## src/rtl/core/fat32nc_pkg.sv

```systemverilog
// ----------------------------------------------------------------------------
// fat32nc_pkg
// Shared types, codes and the FAT entry decode for the cached next-cluster
// lookup.
// ----------------------------------------------------------------------------
package fat32nc_pkg;

    // field widths; cluster and word widths are fixed by the FAT32 entry format
    localparam int unsigned CLUSTER_W = 28;
    localparam int unsigned WORD_W    = 32;
    localparam int unsigned SECTOR_W  = 32;
    localparam int unsigned STATUS_W  = 2;

    // entry decode constants
    localparam logic [WORD_W-1:0]    ENTRY_MASK   = 32'h0FFF_FFFF;
    localparam logic [CLUSTER_W-1:0] END_OF_CHAIN = 28'hFFF_FFF8;
    localparam logic [CLUSTER_W-1:0] BAD_CLUSTER  = 28'hFFF_FFF7;

    // item kinds
    localparam logic KIND_LOOKUP = 1'b0;
    localparam logic KIND_FILL   = 1'b1;

    // result status codes
    localparam logic [STATUS_W-1:0] ST_ANSWER = 2'd0;
    localparam logic [STATUS_W-1:0] ST_FETCH  = 2'd1;
    localparam logic [STATUS_W-1:0] ST_REJECT = 2'd2;

    // input beat
    typedef struct packed {
        logic                 kind;
        logic [CLUSTER_W-1:0] cluster;
        logic [WORD_W-1:0]    fill_word;
    } t_in_item;

    // result beat
    typedef struct packed {
        logic [STATUS_W-1:0]  status;
        logic [CLUSTER_W-1:0] next_cluster;
        logic [SECTOR_W-1:0]  fetch_sector;
        logic                 cache_hit;
    } t_result;

    // mask to 28 bits, end of chain and bad cluster read as zero
    function automatic logic [CLUSTER_W-1:0] decode_entry(input logic [WORD_W-1:0] word);
        logic [CLUSTER_W-1:0] v;
        v = CLUSTER_W'(word & ENTRY_MASK);
        if (v >= END_OF_CHAIN || v == BAD_CLUSTER) begin
            return '0;
        end
        return v;
    endfunction

endpackage

```

## src/rtl/core/fat32nc_tags.sv

```systemverilog
// ----------------------------------------------------------------------------
// fat32nc_tags
// Sector tags and valid bits of the fully associative cache, with a
// parallel match that gives the lowest matching slot.
// ----------------------------------------------------------------------------
module fat32nc_tags #(
    parameter int unsigned CACHE_ENTRIES = 4
) (
    input  logic                                                      i_clk,
    input  logic                                                      i_rst_n,
    input  logic [fat32nc_pkg::SECTOR_W-1:0]                          i_sector,
    input  logic                                                      i_clear_en,
    input  logic                                                      i_set_en,
    input  logic [(CACHE_ENTRIES > 1 ? $clog2(CACHE_ENTRIES) : 1)-1:0] i_slot,
    input  logic [fat32nc_pkg::SECTOR_W-1:0]                          i_set_sector,
    output logic                                                      o_hit,
    output logic [(CACHE_ENTRIES > 1 ? $clog2(CACHE_ENTRIES) : 1)-1:0] o_hit_slot
);

    localparam int unsigned SLOT_W = CACHE_ENTRIES > 1 ? $clog2(CACHE_ENTRIES) : 1;

    logic [CACHE_ENTRIES-1:0]          r_valid;
    logic [fat32nc_pkg::SECTOR_W-1:0]  r_tag [CACHE_ENTRIES];

    // valid bits, cleared by reset or by a clear, set by a set; a clear wins over a set
    always_ff @(posedge i_clk) begin
        if (!i_rst_n) begin
            r_valid <= '0;
        end else if (i_clear_en) begin
            r_valid[i_slot] <= 1'b0;
        end else if (i_set_en) begin
            r_valid[i_slot] <= 1'b1;
        end
    end

    // tags, written when a slot completes its fill
    always_ff @(posedge i_clk) begin
        if (i_set_en) begin
            r_tag[i_slot] <= i_set_sector;
        end
    end

    // parallel compare, lowest slot wins
    always_comb begin
        o_hit      = 1'b0;
        o_hit_slot = '0;
        for (int i = CACHE_ENTRIES - 1; i >= 0; i--) begin
            if (r_valid[i] && r_tag[i] == i_sector) begin
                o_hit      = 1'b1;
                o_hit_slot = SLOT_W'(i);
            end
        end
    end

endmodule

```

## config.mk

```make
export PLATFORM = sky130hd
export DESIGN_NAME = fat32nc_tags
export DESIGN_NICKNAME = d
export VERILOG_FILES = /design/src/rtl/core/fat32nc_pkg.sv /design/src/rtl/core/fat32nc_tags.sv
export SDC_FILE = /design/constraint.sdc
export NUM_CORES = 1
export LEC_CHECK = 0
export ABC_AREA = 1
export ABC_CLOCK_PERIOD_IN_PS = 9500
export BUFFER_PORTS_ARGS = -buffer_cell sky130_fd_sc_hd__buf_2
export CAP_MARGIN = 20
export CORE_UTILIZATION = 50
export DETAILED_ROUTE_END_ITERATION = 8
export MAX_ROUTING_LAYER = met4
export PLACE_DENSITY = 0.73
export REMOVE_ABC_BUFFERS = 1
export SLEW_MARGIN = 20
export SYNTH_ARGS = -nofsm -noshare
export SYNTH_HDL_FRONTEND = slang
export SYNTH_SLANG_ARGS = --single-unit
```

## constraint.sdc

```tcl
create_clock -name i_clk -period 9.5 [get_ports i_clk]
set_input_delay 1.425 -clock i_clk [delete_from_list [all_inputs] [get_ports i_clk]]
set_output_delay 1.425 -clock i_clk [all_outputs]
set_load 0.005 [all_outputs]
```

### After elaboration in Yosys (flattened, before gate mapping)

Memories as Yosys holds them, arrays and structs flattened.
Index checks and enable logic that the tools add are counted.

| operators by class | value |
|---|---|
| bitwise logic cells | 3 |
| multiplexer cells | 14 |
| equal/unequal tests | 4 |
| reductions and logical operators | 6 |
| $lt $le $gt $ge | 2 |

Operator list:

| operator | number |
|---|---|
| $eq A32 B32 Y1 | 4 |
| $mux W2 | 4 |
| $mux W4 | 2 |
| $mux W1 | 7 |
| $logic_and A1 B1 Y1 | 5 |
| $and A4 B4 Y4 | 1 |
| $not A4 Y4 | 1 |
| $or A4 B4 Y4 | 1 |
| $lt A2 B3 Y1 const B | 1 |
| $demux W1 S2 | 1 |
| $ge A2 B1 Y1 const B | 1 |
| $reduce_bool A2 Y1 | 1 |

| word-level totals | value |
|---|---|
| input bits | 70 |
| memories | 1 |
| logic and storage cells | 31 |
| memory bits (writable) | 128 |
| output and inout port bits | 3 |
| register bits after elaboration | 4 |

Memories:

| name | words | width | rd ports | clocked after Yosys merged registers in | wr ports | RTL line | RTL |
|---|---|---|---|---|---|---|---|
| r_tag | 4 | 32 | 4 | 0 | 1 | fat32nc_tags.sv:23 | `logic [fat32nc_pkg::SECTOR_W-1:0] r_tag [CACHE_ENTRIES];` |

### Logic depth before layout (Yosys ltp)

Gate-level depths: netlist of run 1.

| depth | value |
|---|---|
| depth in word-level cells | 7 |
| depth in mapped cells | 12 |
| gate-level depth less buffers | 12 |

### Worst setup path after synthesis of run 1

Ideal clock, no wire load.

| path | value |
|---|---|
| path kind | input -> register |
| start | in i_slot[1] (netlist name) |
| end | mem r_tag[0][0] (netlist name), enable pin |
| data arrival time | 3,741 ps |
| cell stages on the path | 1 |
| slack | 5,296 ps |
| setup time | 463 ps |
| path through | nor3_1 |

RTL lines:

| what | RTL line | RTL |
|---|---|---|
| start: declaration | fat32nc_tags.sv:14 | `input logic [(CACHE_ENTRIES > 1 ? $clog2(CACHE_ENTRIES) : 1)-1:0] i_slot,` |
| end: declaration | fat32nc_tags.sv:23 |  |

Straight into the memory's write port.

### Worst setup path in the final report of run 1

| path | value |
|---|---|
| start | in i_sector[25] (netlist name) |
| end | out o_hit_slot[0] (netlist name) |

| between the ends | value |
|---|---|
| longest elaborated chain between the ends | 6 |

RTL lines:

| what | RTL line | RTL |
|---|---|---|
| start: declaration | fat32nc_tags.sv:11 | `input logic [fat32nc_pkg::SECTOR_W-1:0] i_sector,` |
| $eq A32 B32 Y1 | fat32nc_tags.sv:48 | `if (r_valid[i] && r_tag[i] == i_sector) begin` |
| $logic_and A1 B1 Y1 | fat32nc_tags.sv:48 |  |
| $mux W2 (3 in series) | fat32nc_tags.sv:48 |  |
| $mux W2 (*) | fat32nc_tags.sv:48 |  |
| end: declaration | fat32nc_tags.sv:17 | `output logic [(CACHE_ENTRIES > 1 ? $clog2(CACHE_ENTRIES) : 1)-1:0] o_hit_slot` |

Every way passes the cells marked *; elsewhere a longest branch is shown, timed or not.

==> run summary, run 1 <==
status: completed
commonest non-fill, non-tap cell in the layout: nand2_1
post-CTS setup buffers: 0
CP required: 8.08 ns
post-cts repair resize count: 0
die area: 12800 um2
PwrDens: 198 nW/um2
GRT overflow: 0
drt wl/cell: 17.4 um
1st-pass router iterations: 5
Worst-Margin Slew: 0.519 ns
fillcell total: 965
number of DRC markers in iteration 0: 430
IO Port Bufs: 72
max_slew headroom: 65.4%
final setup fails: 0
Mean Syn Cell Area: 9.73 um2
max reg flops: 128
layout cells sized above 1: 21.0%
worst-path cell chain: buf_2 -> xor2_1 -> nor3_1 -> nand3_1 -> nor2_4 -> nand2_2 -> a21oi_2 -> buf_2
VDD IR max: 0.000110 V
core footprint: 12100 um2
synth unique cells: 34
Ys Warns: 0
setup slack after placement: 5.23 ns
Layout area overhead: 20.8%
maxcap violations: 0
Reg with most FFs: r_tag
number of flops mapped to enable cells by yosys: 128
Routed WL: 15.9 mm
largest net degree at the start of global routing: 34
fin crit share: 45.5%
routed vias/inst: 5.05
startpoint types: input port
hold crit path type: flop to flop
vias in the first global route: 4577
CTS max path bufs: 2
drc violations: 0
largest registers: r_tag: 128 flops
Tmin final: 4.32 ns
Top Ports: 73
CTS tree: done
Setup TNS Final: 0 ns
CP arrival: 2.89 ns
clk_skew: 0 ns
max incr delay on CP: 0.41 ns
ant diodes: 0
Mapped Area: 6190 um2
GPL Wtd Cong: 0.939
H-tree levels: 4
GRT Overall Usage: 27.6%
setup ws final: 5.18 ns
num rows: 40
Die H: 113 um
TritonCTS buffer count: 17
Crit Path Class: input port to primary output
Crit-path slowest cell: nor3_1
Max Fclk: 231 MHz
Worst-path clk slew: 0.06 ns
hold_buf cts: 0
Initial Util: 51.3%
P_leak: 0.00315 uW
clk_lat worst skew: 0.42 ns
most frequent cells in the layout: 203 x nand2_1, 128 x edfxtp_1, 72 x buf_2
# nets final: 801
synthesized instance count: 636
initial antenna violation count: 0
sequential area share after synthesis: 63.4%
CTS root buffer: clkbuf_16
post-route ant nets: 0
#FFs+latches synth: 132
unrepaired setup endpoints after global routing: no
Final Slew Violations: 0
CTS sink count: 132
Post-synth ARST share: 0%
Max FO, Critical Path: 4
first-pass GRT wire length: 24.5 mm
DP HPWL: 11.6 mm
CP endpoint kind: primary output
Most common cell on crit path: buf_2
Final Hold Viols: 0
Die Span X: 113 um
Synth Flop Type: edfxtp_1
via count: 4607
R2R setup slack: 8.78 ns
synth_stat cells, types with 2 or more instances:
library cell  count  area, um2
edfxtp_1        128       3840
clkinv_1          7       26.3
nand4_1           2       12.5
a21boi_1          3       22.5
or2_2             2       12.5
xor2_1            5       43.8
dfxtp_1           4       80.1
nand3_1          10       50.1
o221ai_1          2       17.5
nor2_1           63        236
xnor2_1          27        236
nor2_2            4       25.0
o22ai_1           4       25.0
nor3_1            5       25.0
a31oi_1           2       12.5
o21ai_0          41        205
o21ai_1           8       40.0
inv_2            30        113
nand3_2           2       20.0
inv_1            71        267
nand2_1         203        762
cells by family after synthesis:
group	count (synthesis)	share of synthesized area [%]
buffers and inverters	109	6.67
AOI/OAI and AO/OA	66	6.10
and+or+nand+nor	297	19.3
DFF	132	63.4
xor gates and xnor gates	32	4.53
cell type report:
class	count	area [um2]	share of cell area, %
repair buffers	77	450	6.02
clock buffers	19	453	6.06
multi-input cells	395	1880	25.1
flip-flops and latches	132	3920	52.5
clock inverters	13	156	2.09
inverters	108	405	5.42
well taps	168	210	2.81
path summary, 6_finish.rpt:
path                start  cells past startpoint             to
min reg2reg          flop                      2           flop
max          i_sector[25]                      8  o_hit_slot[0]
min                  flop                      2           flop
max reg2reg          flop                      2           flop
power breakdown:
group          switching (uW)  leakage, uW  internal, uW
Clock                     246     0.000289           425
Combinational            80.7      0.00166          43.6
Sequential               13.0      0.00121           670
Total                     339      0.00315          1140
layer usage:
layer,track usage [%],up-vias,part of all wire (%)
met5,-,-,0
met4,9.65,0,1.7
met3,7.50,22,7.5
met2,42.1,206,47
met1,35.7,2128,43
li1,-,2251,-
stage by stage:
stage          total power [uW]  utilization (%)  instance area, um2  instances  hold WS (ns)
2_1_floorplan               755                -                6180        635         0.471
4_1_cts                    1480             61.7                7440        910         0.553
5_1_grt                    1520             62.0                7480        912         0.577
3_3_place_gp                811             56.3                6790        876         0.512
6_report                   1480             62.0                7480        912         0.554
3_5_place_dp                816             56.6                6830        878         0.540
worst max-delay path: cells and delay by family:
family	cells	cell delay, ns
compound gates	1	0.11
xor+xnor	1	0.22
buf+inv	2	0.25
simple gates	4	0.88
No activity file was read; power rests on OpenSTA's default activity.
==> run 2, diff against run 1 <==
Settings changed: ABC_AREA 1 to 0, ABC_CLOCK_PERIOD_IN_PS 9500 to 4500, PLACE_DENSITY 0.73 to 0.74.
Clock period 9.5 ns to 4.5 ns, I/O delays scaled along.
==> run summary, run 2 <==
1st-pass router iterations: 5 (unchanged)
CTS tree: done
worst-path cell chain: xor2_1 -> nor4_1 -> nand4_1 -> or4_4 -> o21ai_1 -> and2_1 -> buf_2
Area contributors post-synth: edfxtp_1 70%, xnor2_1 14%, xor2_1 5.9%, nand4_1 2.3%, dfxtp_1 1.5%
CP endpoint kind: primary output
CTS sink count: 132 (unchanged)
startpoint types: flop
grt peak-use layer: met2
Ys Warns: 0 (unchanged)
GRT overflow: 0 (unchanged)
num rows: 37 (-7.5%)
Synth Flop Type: edfxtp_1
die area: 11400 um2 (-11%)
Initial Util: 52.4% (+1.1 points)
TritonCTS buffer count: 17 (unchanged)
Die H: 107 um (-5.8%)
hold crit path type: input port to flop
P_leak: 0.00229 uW (-27%)
IO Port Bufs: 72 (unchanged)
final setup fails: 0 (unchanged)
setup slack after placement: 1.28 ns (-3.95 ns)
number of DRC markers in iteration 0: 173 (-60%)
post-route ant nets: 0 (unchanged)
Routed WL: 11.3 mm (-29%)
status: completed
GPL Wtd Cong: 0.794 (-15%)
Final Power: 3100 uW (+110%)
Mapped Area: 5480 um2 (-11%)
list of most frequent post-synthesis cells: 128 x edfxtp_1, 88 x xnor2_1, 37 x xor2_1, 20 x nand4_1, 12 x nor4_1
max_slew headroom: 65.8% (+0.48 points)
hold_buf cts: 0 (unchanged)
Layout area overhead: 21.6%
Crit Path Class: flop to primary output
max reg flops: 128 (unchanged)
initial antenna violation count: 0 (unchanged)
core footprint: 10500 um2 (-13%)
drc violations: 0 (unchanged)
drt wl/cell: 19.8 um (+14%)
Worst-path clk slew: 0.06 ns (about the same)
vias in the first global route: 3104 (-32%)
Setup TNS Final: 0 ns (unchanged)
Critical Path Stages: 7 (-1)
Crit-path slowest cell: or4_4
routed vias/inst: 5.27 (+4.4%)
Worst-Margin Slew: 0.512 ns (-0.00714 ns)
fin crit share: 72.8%
hold endpoint: r_tag[1][6]
met2 global-route usage: 35.3% (-6.8 points)
commonest non-fill, non-tap cell in the layout: edfxtp_1
Post-synth ARST share: 0% (unchanged)
GRT Overall Usage: 22.5% (-5.1 points)
clk_lat worst skew: 0.51 ns (+0.09 ns)
path depth of the worst reg2reg path: 1 (-1)
DP HPWL: 7.87 mm (-32%)
CP required: 3.83 ns (-4.25 ns)
synth unique cells: 25 (-26%)
most frequent cells in the layout: 128 x edfxtp_1, 88 x xnor2_1, 72 x buf_2
max incr delay on CP: 0.59 ns (+0.18 ns)
R2R setup slack: 3.77 ns (-5.01 ns)
met3 usage: 6.14% (-1.4 points)
ant diodes: 0 (unchanged)
Placed Cells: 540 (-38%)
Worst Path Buf+Inv: 1 (-1)
fillcell total: 802 (-17%)
Top Ports: 73 (unchanged)
Final Hold Viols: 0 (unchanged)
grt met1 use: 28.5% (-7.2 points)
post-cts repair resize count: 0 (unchanged)
Max Fclk: 305 MHz
CTS max path bufs: 2 (unchanged)
non-filler instance count after layout: 572 (-37%)
largest area contributor in the netlist: edfxtp_1
first-pass GRT wire length: 17.3 mm (-29%)
Final Core Density: 63.7% (+1.7 points)
synthesized instance count: 332 (-48%)
number of flops mapped to enable cells by yosys: 128 (unchanged)
PwrDens: 465 nW/um2 (+140%)
setup ws final: 1.22 ns (-3.96 ns)
post-CTS setup buffers: 0 (unchanged)
via count: 3017 (-35%)
layout cells sized above 1: 26.4% (+5.4 points)
H-tree levels: 4 (unchanged)
maxcap violations: 0 (unchanged)
largest registers: r_tag: 128 flops
Mean Syn Cell Area: 16.5 um2 (+70%)
clk_skew: 0 ns (unchanged)
Crit path max-delay family: simple AND/OR/NAND/NOR gates
#FFs+latches synth: 132 (unchanged)
top-area cell type share of the netlist area: 70.1% (+8.0 points)
sequential area share after synthesis: 71.6% (+8.2 points)
Tmin final: 3.28 ns
Final Slew Violations: 0 (unchanged)
count leader, synth: edfxtp_1
unrepaired setup endpoints after global routing: no
Reg with most FFs: r_tag
CP arrival: 2.60 ns (-0.29 ns)
# nets final: 493 (-38%)
Hold Crit Start: i_set_sector[6]
Max FO, Critical Path: 3 (-1)
CTS root buffer: clkbuf_8
hold path cells: 1 (-1)
largest net degree at the start of global routing: 34 (unchanged)
VDD IR max: 0.000232 V (+110%)
Die Span X: 107 um (-5.8%)
run 2: kinds of logic after synthesis:
kind of cell / count (synthesis) / synth area share (%)
DFF: 132 / 71.6
and+or+nand+nor: 57 / 6.46
AOI/OAI and AO/OA: 9 / 1.39
buffers and inverters: 9 / 0.616
xor gates and xnor gates: 125 / 20.0
run 2: layout make-up:
class	instances	area (um2)	area share, %
Clock inverter	15	211	3.17
Multi-Input combinational cell	191	1540	23.1
Timing Repair Buffer	76	390	5.85
Clock buffer	17	414	6.21
Tap cell	136	170	2.55
Sequential cell	132	3920	58.8
Inverter	5	18.8	0.281
run 2: how the worst max path moves through the flow:
stage,from,end,slack (ns)
after floorplan,i_slot[0],flop,0.78
after global placement,i_sector[9],o_hit_slot[0],1.31
after detailed placement,i_sector[9],o_hit_slot[0],1.28
after CTS,r_tag[3][9],o_hit_slot[0],1.16
after global routing,r_tag[3][9],o_hit_slot[0],1.12
final,r_tag[3][9],o_hit_slot[0],1.22
run 2: metal layers:
metal,wire (um),up-vias
met1,4890,1491
met5,0,-
li1,-,1421
met3,633,6
met4,101,0
met2,5680,99
run 2: stage by stage:
step	hold slack, ns	area [um2]
2_1_floorplan	0.501	5470
3_3_place_gp	0.530	6040
3_5_place_dp	0.539	6040
4_1_cts	0.355	6670
5_1_grt	0.352	6670
6_report	0.375	6670
run 2: where the power goes:
part	leakage (uW)	switching, uW	internal (uW)	total (uW)
Sequential	0.00121	23.9	1410	1440
Clock	0.000308	496	950	1450
Combinational	0.000771	125	93.3	218
